### src/u16u8_pkg.sv
// ----------------------------------------------------------------------------
// u16u8_pkg
// Shared types and constants for the UTF-16 to UTF-8 encoder core.
// ----------------------------------------------------------------------------
package u16u8_pkg;

	localparam int UNIT_W     = 16;
	localparam int BYTE_W     = 8;
	localparam int MAX_BYTES  = 4;
	localparam int CNT_W      = 3;   // holds 0..MAX_BYTES
	localparam int IDX_W      = 2;   // indexes 0..MAX_BYTES-1
	localparam int LEAD_W     = 10;

	localparam logic [BYTE_W-1:0] REPLACE_BYTE = 8'h3F;   // '?'

	// Encoded result of one code unit, plus the surrogate state to keep
	typedef struct packed {
		logic [MAX_BYTES-1:0][BYTE_W-1:0] bytes;
		logic [CNT_W-1:0]                 cnt;
		logic                             pair;       // lead + trail combined
		logic                             hold;       // lead kept for next item
		logic [LEAD_W-1:0]                hold_bits;
	} enc_res_t;

endpackage

### src/utf16_to_utf8_encoder_core.sv
// ----------------------------------------------------------------------------
// utf16_to_utf8_encoder_core
// UTF-16 to UTF-8 transcoder: one code unit in, zero to four bytes out.
//
//   channel | handshake           | payload
//   --------+---------------------+-------------------------------------
//   input   | in_valid / in_ready | code_unit[15:0], final_unit
//   output  | out_valid/out_ready | out_byte[7:0], run_end, buffer_end
//
// An item is encoded in the cycle it is accepted and loaded into a four-byte
// result register; bytes then leave one per cycle while out_ready is high.
// An item that gives no bytes does not occupy the output.
// The next item is taken in the same cycle as the last byte of the previous.
// A lead surrogate with no bytes is taken whenever in_ready is high.
// Reset clears the held lead and empties the result register.
// ----------------------------------------------------------------------------
module utf16_to_utf8_encoder_core
	import u16u8_pkg::*;
(
	input  logic                clk,
	input  logic                arst_n,
	input  logic                in_valid,
	output logic                in_ready,
	input  logic [UNIT_W-1:0]   code_unit,
	input  logic                final_unit,
	output logic                out_valid,
	input  logic                out_ready,
	output logic [BYTE_W-1:0]   out_byte,
	output logic                run_end,
	output logic                buffer_end
);

	enc_res_t                         enc;
	logic                             lead_held_q;
	logic [LEAD_W-1:0]                lead_bits_q;
	logic                             busy_q;
	logic [IDX_W-1:0]                 idx_q;
	logic [MAX_BYTES-1:0][BYTE_W-1:0] bytes_s1;
	logic [CNT_W-1:0]                 cnt_s1;
	logic                             fin_s1;
	logic                             last;
	logic                             take_last;
	logic                             in_acc;

	u16u8_encode u_enc (
		.lead_held  (lead_held_q),
		.lead_bits  (lead_bits_q),
		.code_unit  (code_unit),
		.final_unit (final_unit),
		.res        (enc)
	);

	// Handshake
	assign last      = (({1'b0, idx_q} + 3'd1) == cnt_s1);
	assign take_last = busy_q & out_ready & last;
	assign in_ready  = ~busy_q | take_last;
	assign in_acc    = in_valid & in_ready;

	assign out_valid  = busy_q;
	assign out_byte   = bytes_s1[idx_q];
	assign run_end    = last;
	assign buffer_end = last & fin_s1;

	// Surrogate state
	always_ff @(posedge clk or negedge arst_n) begin
		if (!arst_n) begin
			lead_held_q <= 1'b0;
			lead_bits_q <= '0;
		end else if (in_acc) begin
			lead_held_q <= enc.hold;
			lead_bits_q <= enc.hold ? enc.hold_bits : '0;
		end
	end

	// Result register control
	always_ff @(posedge clk or negedge arst_n) begin
		if (!arst_n) begin
			busy_q <= 1'b0;
			idx_q  <= '0;
		end else if (in_acc) begin
			busy_q <= (enc.cnt != '0);
			idx_q  <= '0;
		end else if (take_last) begin
			busy_q <= 1'b0;
			idx_q  <= '0;
		end else if (busy_q && out_ready) begin
			idx_q  <= idx_q + 1'b1;
		end
	end

	// Result payload
	always_ff @(posedge clk) begin
		if (in_acc) begin
			bytes_s1 <= enc.bytes;
			cnt_s1   <= enc.cnt;
			fin_s1   <= final_unit;
		end
	end

	// Checks
	a_cnt_range: assert property (@(posedge clk) disable iff (!arst_n)
		busy_q |-> (cnt_s1 != '0) && (cnt_s1 <= CNT_W'(MAX_BYTES)))
		else $error("byte count out of range while busy");

	a_idx_range: assert property (@(posedge clk) disable iff (!arst_n)
		busy_q |-> ({1'b0, idx_q} < cnt_s1))
		else $error("byte index beyond count");

	a_pair_four: assert property (@(posedge clk) disable iff (!arst_n)
		(in_acc && enc.pair) |=> (busy_q && cnt_s1 == CNT_W'(MAX_BYTES)))
		else $error("surrogate pair did not give four bytes");

	a_final_out: assert property (@(posedge clk) disable iff (!arst_n)
		(in_acc && final_unit) |=> (busy_q && fin_s1 && !lead_held_q))
		else $error("final unit gave no bytes or left a lead held");

	a_hold_empty: assert property (@(posedge clk) disable iff (!arst_n)
		(in_acc && enc.hold && !lead_held_q) |=> !busy_q)
		else $error("held lead produced bytes");

endmodule

### src/u16u8_encode.sv
// ----------------------------------------------------------------------------
// u16u8_encode
// Combinational encoder: one UTF-16 unit and the held lead give up to four
// UTF-8 bytes, in order, and the next surrogate state.
// ----------------------------------------------------------------------------
module u16u8_encode
	import u16u8_pkg::*;
(
	input  logic                lead_held,
	input  logic [LEAD_W-1:0]   lead_bits,
	input  logic [UNIT_W-1:0]   code_unit,
	input  logic                final_unit,
	output enc_res_t            res
);

	logic                     is_sur;
	logic                     is_trail;
	logic                     is_lead;
	logic                     flush;
	logic [20:0]              cp;
	logic [2:0][BYTE_W-1:0]   ub;
	logic [1:0]               ub_cnt;

	// Surrogate classification
	assign is_sur   = (code_unit[15:11] == 5'b11011);
	assign is_trail = is_sur & code_unit[10];
	assign is_lead  = is_sur & ~code_unit[10];
	assign flush    = lead_held & ~is_trail;

	// Supplementary code point from held lead and trail
	assign cp = {1'b0, lead_bits, code_unit[9:0]} + 21'h10000;

	// Bytes for the unit on its own
	always_comb begin
		ub     = '0;
		ub_cnt = 2'd0;
		if (code_unit inside {[16'h0000:16'h007F]}) begin
			ub[0]  = code_unit[7:0];
			ub_cnt = 2'd1;
		end else if (code_unit inside {[16'h0080:16'h07FF]}) begin
			ub[0]  = {3'b110, code_unit[10:6]};
			ub[1]  = {2'b10, code_unit[5:0]};
			ub_cnt = 2'd2;
		end else if (is_sur) begin
			if (is_lead && !final_unit) begin
				ub_cnt = 2'd0;
			end else begin
				ub[0]  = REPLACE_BYTE;
				ub_cnt = 2'd1;
			end
		end else begin
			ub[0]  = {4'b1110, code_unit[15:12]};
			ub[1]  = {2'b10, code_unit[11:6]};
			ub[2]  = {2'b10, code_unit[5:0]};
			ub_cnt = 2'd3;
		end
	end

	// Assemble the byte list
	always_comb begin
		res           = '0;
		res.pair      = lead_held & is_trail;
		res.hold      = is_lead & ~final_unit & ~res.pair;
		res.hold_bits = code_unit[9:0];
		if (res.pair) begin
			res.bytes[0] = {5'b11110, cp[20:18]};
			res.bytes[1] = {2'b10, cp[17:12]};
			res.bytes[2] = {2'b10, cp[11:6]};
			res.bytes[3] = {2'b10, cp[5:0]};
			res.cnt      = CNT_W'(MAX_BYTES);
		end else if (flush) begin
			res.bytes[0] = REPLACE_BYTE;
			res.bytes[1] = ub[0];
			res.bytes[2] = ub[1];
			res.bytes[3] = ub[2];
			res.cnt      = {1'b0, ub_cnt} + 3'd1;
		end else begin
			res.bytes[0] = ub[0];
			res.bytes[1] = ub[1];
			res.bytes[2] = ub[2];
			res.cnt      = {1'b0, ub_cnt};
		end
	end

endmodule

### config.mk
export PLATFORM = sky130hd
export DESIGN_NAME = utf16_to_utf8_encoder_core
export DESIGN_NICKNAME = d
export VERILOG_FILES = /design/src/u16u8_pkg.sv /design/src/utf16_to_utf8_encoder_core.sv /design/src/u16u8_encode.sv
export SDC_FILE = /design/constraint.sdc
export NUM_CORES = 1
export LEC_CHECK = 0
export BUFFER_PORTS_ARGS = -buffer_cell sky130_fd_sc_hd__buf_2
export CORE_ASPECT_RATIO = 0.8
export CORE_MARGIN = 4
export CORE_UTILIZATION = 35
export CTS_BUF_LIST = sky130_fd_sc_hd__clkbuf_4
export DETAILED_ROUTE_END_ITERATION = 6
export PLACE_DENSITY = 0.62
export SYNTH_ARGS = -nofsm -noshare
export SYNTH_HDL_FRONTEND = slang
export SYNTH_SLANG_ARGS = --single-unit
### constraint.sdc
create_clock -name clk -period 3 [get_ports clk]
set_clock_uncertainty 0.05 [all_clocks]
set_input_delay 0.45 -clock clk [delete_from_list [all_inputs] [get_ports clk]]
set_output_delay 0.45 -clock clk [all_outputs]
set_load 0.005 [all_outputs]
Yosys cells after proc, flatten, opt, wreduce, memory -nomap -nowiden
Cells that the tools add are included.
{"block": "word_totals", "register_bits": 50, "out_inout_bits": 12, "word_cells": 76}
{"block": "op_classes", "addsub": 4, "n_lt_le_gt_ge": 5, "eq_ne": 2, "muxes": 22, "bitwise_logic": 17, "reduce_logical": 10}
{"op": "$mux W16", "count": 3}
{"op": "$mux W8", "count": 5}
{"op": "$mux W33", "count": 1}
{"op": "$mux W27", "count": 1}
{"op": "$add A20 B17 Y21 const B", "count": 1}
{"op": "$bmux W8 S2", "count": 1}
{"op": "$ge A16 B1 Y1 const B", "count": 1}
{"op": "$ge A16 B8 Y1 const B", "count": 1}
{"op": "$le A16 B11 Y1 const B", "count": 1}
{"op": "$le A16 B7 Y1 const B", "count": 1}
{"op": "$mux W2", "count": 6}
{"op": "$and A1 B1 Y1", "count": 10}
{"op": "$mux W10", "count": 1}
{"op": "$add A2 B1 Y3 const B", "count": 2}
{"op": "$mux W6", "count": 1}
{"op": "$not A1 Y1", "count": 6}
{"op": "$reduce_bool A3 Y1", "count": 2}
{"op": "$eq A5 B5 Y1 const B", "count": 1}
{"op": "$logic_and A1 B1 Y1", "count": 4}
{"op": "$reduce_or A2 Y1", "count": 2}
{"op": "$eq A3 B3 Y1", "count": 1}
{"op": "$lt A2 B3 Y1 const B", "count": 1}
{"op": "$mux W1", "count": 3}
{"op": "$add A2 B1 Y2 const B", "count": 1}
{"op": "3 further kinds", "count": 3}

Longest topological paths before layout
{"block": "logic_depth", "word_depth": 12, "mapped_depth": 9}

Modules after synthesis
A second synthesis with hierarchy kept.
{"block": "hier_totals", "hier_cells": 243, "area_unflattened_um2": 2815.2}
{"module": "utf16_to_utf8_encoder_core", "instances": 1, "cells_per_inst": 112, "area_per_inst_um2": 1964.4}
{"module": "u16u8_encode", "instances": 1, "cells_per_inst": 131, "area_per_inst_um2": 850.8}

Worst setup path after synthesis
Ideal clock, no wire load.
{"block": "synth_timing", "path_type": "register to register", "startpoint": "reg idx_q[0]", "endpoint": "reg bytes_s1[0] (netlist bit), enable pin", "arrival_time_ns": 2.123, "required_ns": 2.561, "slack_ns": 0.439, "stages_incl_launch_ff": 6, "path_cell_list": "dfrtp_1 -> ha_1 -> xnor2_1 -> a41oi_1 -> clkbuf_1 -> inv_1"}
{"block": "synth_via", "elab_chain_cells": 5}
{"element": "start, declared", "line": "utf16_to_utf8_encoder_core.sv:37", "source": "logic [IDX_W-1:0] idx_q;"}
{"element": "start signal, assigned", "line": "utf16_to_utf8_encoder_core.sv:87", "source": "idx_q <= idx_q + 1'b1;"}
{"element": "$add A2 B1 Y3", "line": "utf16_to_utf8_encoder_core.sv:54", "source": "assign last = (({1'b0, idx_q} + 3'd1) == cnt_s1);"}
{"element": "$eq A3 B3 Y1", "line": "utf16_to_utf8_encoder_core.sv:54"}
{"element": "$and A1 B1 Y1", "line": "utf16_to_utf8_encoder_core.sv:55", "source": "assign take_last = busy_q & out_ready & last;"}
{"element": "$or A1 B1 Y1", "line": "utf16_to_utf8_encoder_core.sv:56", "source": "assign in_ready = ~busy_q | take_last;"}
{"element": "$and A1 B1 Y1", "line": "utf16_to_utf8_encoder_core.sv:57", "source": "assign in_acc = in_valid & in_ready;"}
{"element": "net in_acc", "line": "utf16_to_utf8_encoder_core.sv:43", "source": "logic in_acc;"}
{"element": "end signal, assigned", "line": "utf16_to_utf8_encoder_core.sv:94", "source": "bytes_s1 <= enc.bytes;"}
{"element": "end, declared", "line": "utf16_to_utf8_encoder_core.sv:38", "source": "logic [MAX_BYTES-1:0][BYTE_W-1:0] bytes_s1;"}
The timed path passes the listed nets, and every way through them passes these cells.
A chain may end at the register's enable or synchronous reset.

Worst setup path after layout
{"block": "layout_timing", "startpoint": "reg idx_q[1]", "endpoint": "out buffer_end"}
{"block": "layout_via", "elab_chain_cells": 3}
{"element": "$add A2 B1 Y3", "line": "utf16_to_utf8_encoder_core.sv:54"}
{"element": "$eq A3 B3 Y1", "line": "utf16_to_utf8_encoder_core.sv:54"}
{"element": "$and A1 B1 Y1", "line": "utf16_to_utf8_encoder_core.sv:62", "source": "assign buffer_end = last & fin_s1;"}
{"element": "end, declared", "line": "utf16_to_utf8_encoder_core.sv:30", "source": "output logic buffer_end"}
Every way passes these cells.

==> results by group <==
Worst setup path
  – R2r worst-path depth: 5
  – Crit path to: buffer_end
  – Setup CP Type: reg -> out
  – Critical path's largest stage delay: 660 ps
  – Levels on crit path: 5
  – Crit path max-delay family: flip-flops
  – Slowest cell on the critical path: dfrtp_1
  – Crit. Startpoint: idx_q[1]$_DFFE_PN0P_
  – Crit path cell chain: ha_1, xnor2_1, and3_1, and2_1, buf_2
  – CP max FO: 11
  – Critical Path RT: 2500 ps
  – Buf/Inv on CP: 1
  – Startpoint types: flip-flop
  – Reg2Reg Setup Slack: 640 ps
  – Critical R2R Capture: bytes_s1[21]$_DFFE_PP_
  – Crit path DAT: 2140 ps
  – R2r startpoint: idx_q[1]$_DFFE_PN0P_
  – CP Capture Type: output port

Global route
  – Congestion Overflow GR: 0
  – Initial antenna violation count: 0
  – Overall routing resource usage: 15.8%
  – GRT Max-Usage Layer: met1
  – Global Route met1 Usage: 23.7%
  – Met2 usage: 22.2%
  – Largest net degree at the start of global routing: 35
  – Vias in the first global route: 2,170
  – First-pass GRT wire length: 11,600 µm
  – Met3 Use GR: 3.76%

Floorplanning
  – I/O pin cnt: 33
  – Die width: 108 µm
  – Core ar.: 7570 µm²
  – Die area: 9450 µm²
  – Die height: 87.7 µm
  – Row cnt: 28
  – Starting Density: 36.8%

Synthesis
  – EDFF count, synth: 34
  – Synth cell count leaders: 34 x edfxtp_1, 32 x nand2_1, 22 x o21ai_0
  – Synth top area cells: edfxtp_1 37%, dfrtp_1 13%, mux4_2 5.7%, nand2_1 4.3%, o21ai_0 4.0%
  – Synth Register Bits: 48
  – Syn Area/Cell: 11.0 µm²
  – Area of the mapped netlist: 2780 µm²
  – Seq/Total Area, Yosys: 49.3%
  – YS warnings: 0
  – Post-synthesis cell count: 254
  – Post-synth top area share: 36.7%
  – Count leader, synth: edfxtp_1
  – Cell variety after synth: 56
  – Synth Flop Type: edfxtp_1
  – Asr flop ratio synth: 29.2%
  – Synth area leader: edfxtp_1
  – Synthesized net count: 278

Drt
  – Via count: 2,219
  – Residual DRC: 0
  – Routed wire length: 6990 µm
  – Vias per cell: 5.66
  – Antenna Nets Post-Route: 0
  – Iter 0 DRT Violations: 294
  – Drt first pass iters: 4
  – Drt wl/cell: 17.8 µm

Clock tree
  – Clk slew on worst S/H paths: 140 ps
  – Hold_buf cts: 1
  – Post-cts sizing count: 0
  – CTS Buffer Depth: 2
  – Htree depth: 2
  – Clock latency on the worst-skew pair: 370 ps
  – CTS Sinks: 48
  – Clock tree from TritonCTS: done
  – Root Buffer: clkbuf_4
  – Setup Fix Bufs, Post-CTS: 0
  – Total CTS buffers: 5

Final layout
  – Area growth syn-to-layout: 13.9%
  – Share of cells above drive strength 1: 24.4%
  – Area of the multi-input gates: 1290 µm²
  – Sequential cell area: 1370 µm²
  – Diode count: 0
  – Fillers: 756
  – Nets: 310

Timing
  – Slew headroom: 50.9%
  – RSZ-0062 raised after global routing: false
  – Post-layout minimum cycle time: 2640 ps
  – Max-slew violation count: 0
  – Final hold violations: 0
  – Max Freq: 0.379 GHz
  – Final setup viols: 0
  – Slew @ Worst Pin: 730 ps
  – Fin Hold WS: 261 ps
  – Final Cycle Share: 87.9%
  – Fin Setup TNS: 0 ps

Power
  – P_sw: 599 µW
  – Sw Ratio: 30.3%
  – Leak Pwr: 0.00114 µW
  – Peak VDD IR: 318 µV
  – Power Density: 623 nW/µm²
  – Clock network fraction of design power: 24.3%
  – Flop pwr share: 44.9%
  – Internal power: 1380 µW
  – Power share of the combinational group: 30.8%

Hold path
  – Worst hold path type: in -> reg

Place
  – Gpl congestion: 0.896
  – Post-DP HPWL: 5350 µm
  – I/O Buffers: 32

Flow run
  – Max-cap violations: 0

Status
  – Outcome: completed
==> flip-flops by register name, summed over array words and instances, names as in the netlist <==
signal and cells:
fin_s1 1, idx_q 2, cnt_s1 3, lead_held_q 1, out_valid 1, lead_bits_q 10
bytes_s1 30
==> area by class of cell <==
cell class	instances	share of cell area (%)
flip-flops and latches	48	43.3
clock buffers	5	1.18
repair buffers	43	7.74
inverters	7	0.829
well taps	105	4.15
multi-input cells	181	40.7
clock inverters	3	2.17
==> layer usage <==
| metal | part of all wire [%] | vias up |
|---|---|---|
| met5 | 0 | - |
| met4 | 2.4 | 0 |
| met3 | 7.4 | 20 |
| met2 | 42 | 100 |
| met1 | 48 | 1053 |
| li1 | - | 1046 |
==> worst min-delay path by stage <==
| stage | start | to | slack [ps] | cells past startpoint |
|---|---|---|---|---|
| 6_report | final_unit | fin_s1$_DFFE_PP_ | 260 | 1 |
| 5_1_grt | final_unit | fin_s1$_DFFE_PP_ | 230 | 1 |
| 4_1_cts | final_unit | fin_s1$_DFFE_PP_ | 240 | 1 |
| 3_5_place_dp | arst_n | lead_bits_q[5]$_DFFE_PN0P_ | 320 | 1 |
| 3_3_place_gp | arst_n | lead_bits_q[5]$_DFFE_PN0P_ | 320 | 1 |
| 2_1_floorplan | arst_n | idx_q[0]$_DFFE_PN0P_ | 100 | 0 |
==> power by group through the flow <==
stage | Combinational (µW) | Clock [µW] | Sequential, µW
after floorplan | 417 | 0 | 874
after global placement | 612 | 0 | 901
after detailed placement | 620 | 0 | 907
after CTS | 622 | 490 | 892
after global routing | 675 | 526 | 902
final | 608 | 480 | 887
==> cell usage in the layout, fill, tap and decap left out, drive strengths merged, types with 4 or more instances in the layout <==
| master | instances |
|---|---|
| xnor2 | 4 |
| nand3 | 6 |
| a22oi | 5 |
| nand2 | 32 |
| buf | 42 |
| nor3 | 4 |
| mux4 | 7 |
| o31ai | 4 |
| dfrtp | 14 |
| nand2b | 4 |
| a21oi | 10 |
| a31oi | 6 |
| clkbuf | 5 |
| o22ai | 6 |
| o21ai | 22 |
| inv | 8 |
| and2 | 8 |
| a221oi | 7 |
| nor4 | 4 |
| nor2 | 8 |
| edfxtp | 34 |
==> through the flow <==
step | power (µW) | instance area [µm²] | util (%) | instances | setup WS, ps
6_report | 1980 | 3170 | 41.9 | 392 | 364
5_1_grt | 2100 | 3170 | 41.9 | 392 | 183
4_1_cts | 2000 | 3170 | 41.9 | 392 | 303
3_5_place_dp | 1530 | 3050 | 40.3 | 383 | 292
3_3_place_gp | 1510 | 3050 | 40.3 | 383 | 346
2_1_floorplan | 1290 | 2780 | - | 254 | 439
==> cell families (layout without fill, tap and decap cells) <==
kind of cell	after synthesis	in the layout	share of synthesized area (%)
AOI/OAI and AO/OA	84	84	22.0
xor gates and xnor gates	6	6	1.89
adders and majority gates	3	3	1.35
buffers and inverters	25	58	4.36
DFF	48	48	49.3
muxes	11	11	7.15
and+or+nand+nor	77	77	14.0
==> worst reg2reg max path, cell delays in order, from the launching register on <==
cell,delay [ps]
dfrtp_1,660
ha_1,350
xnor2_1,280
a41oi_1,200
inv_1,90
buf_4,370
Power figures use the tool's default switching activity.
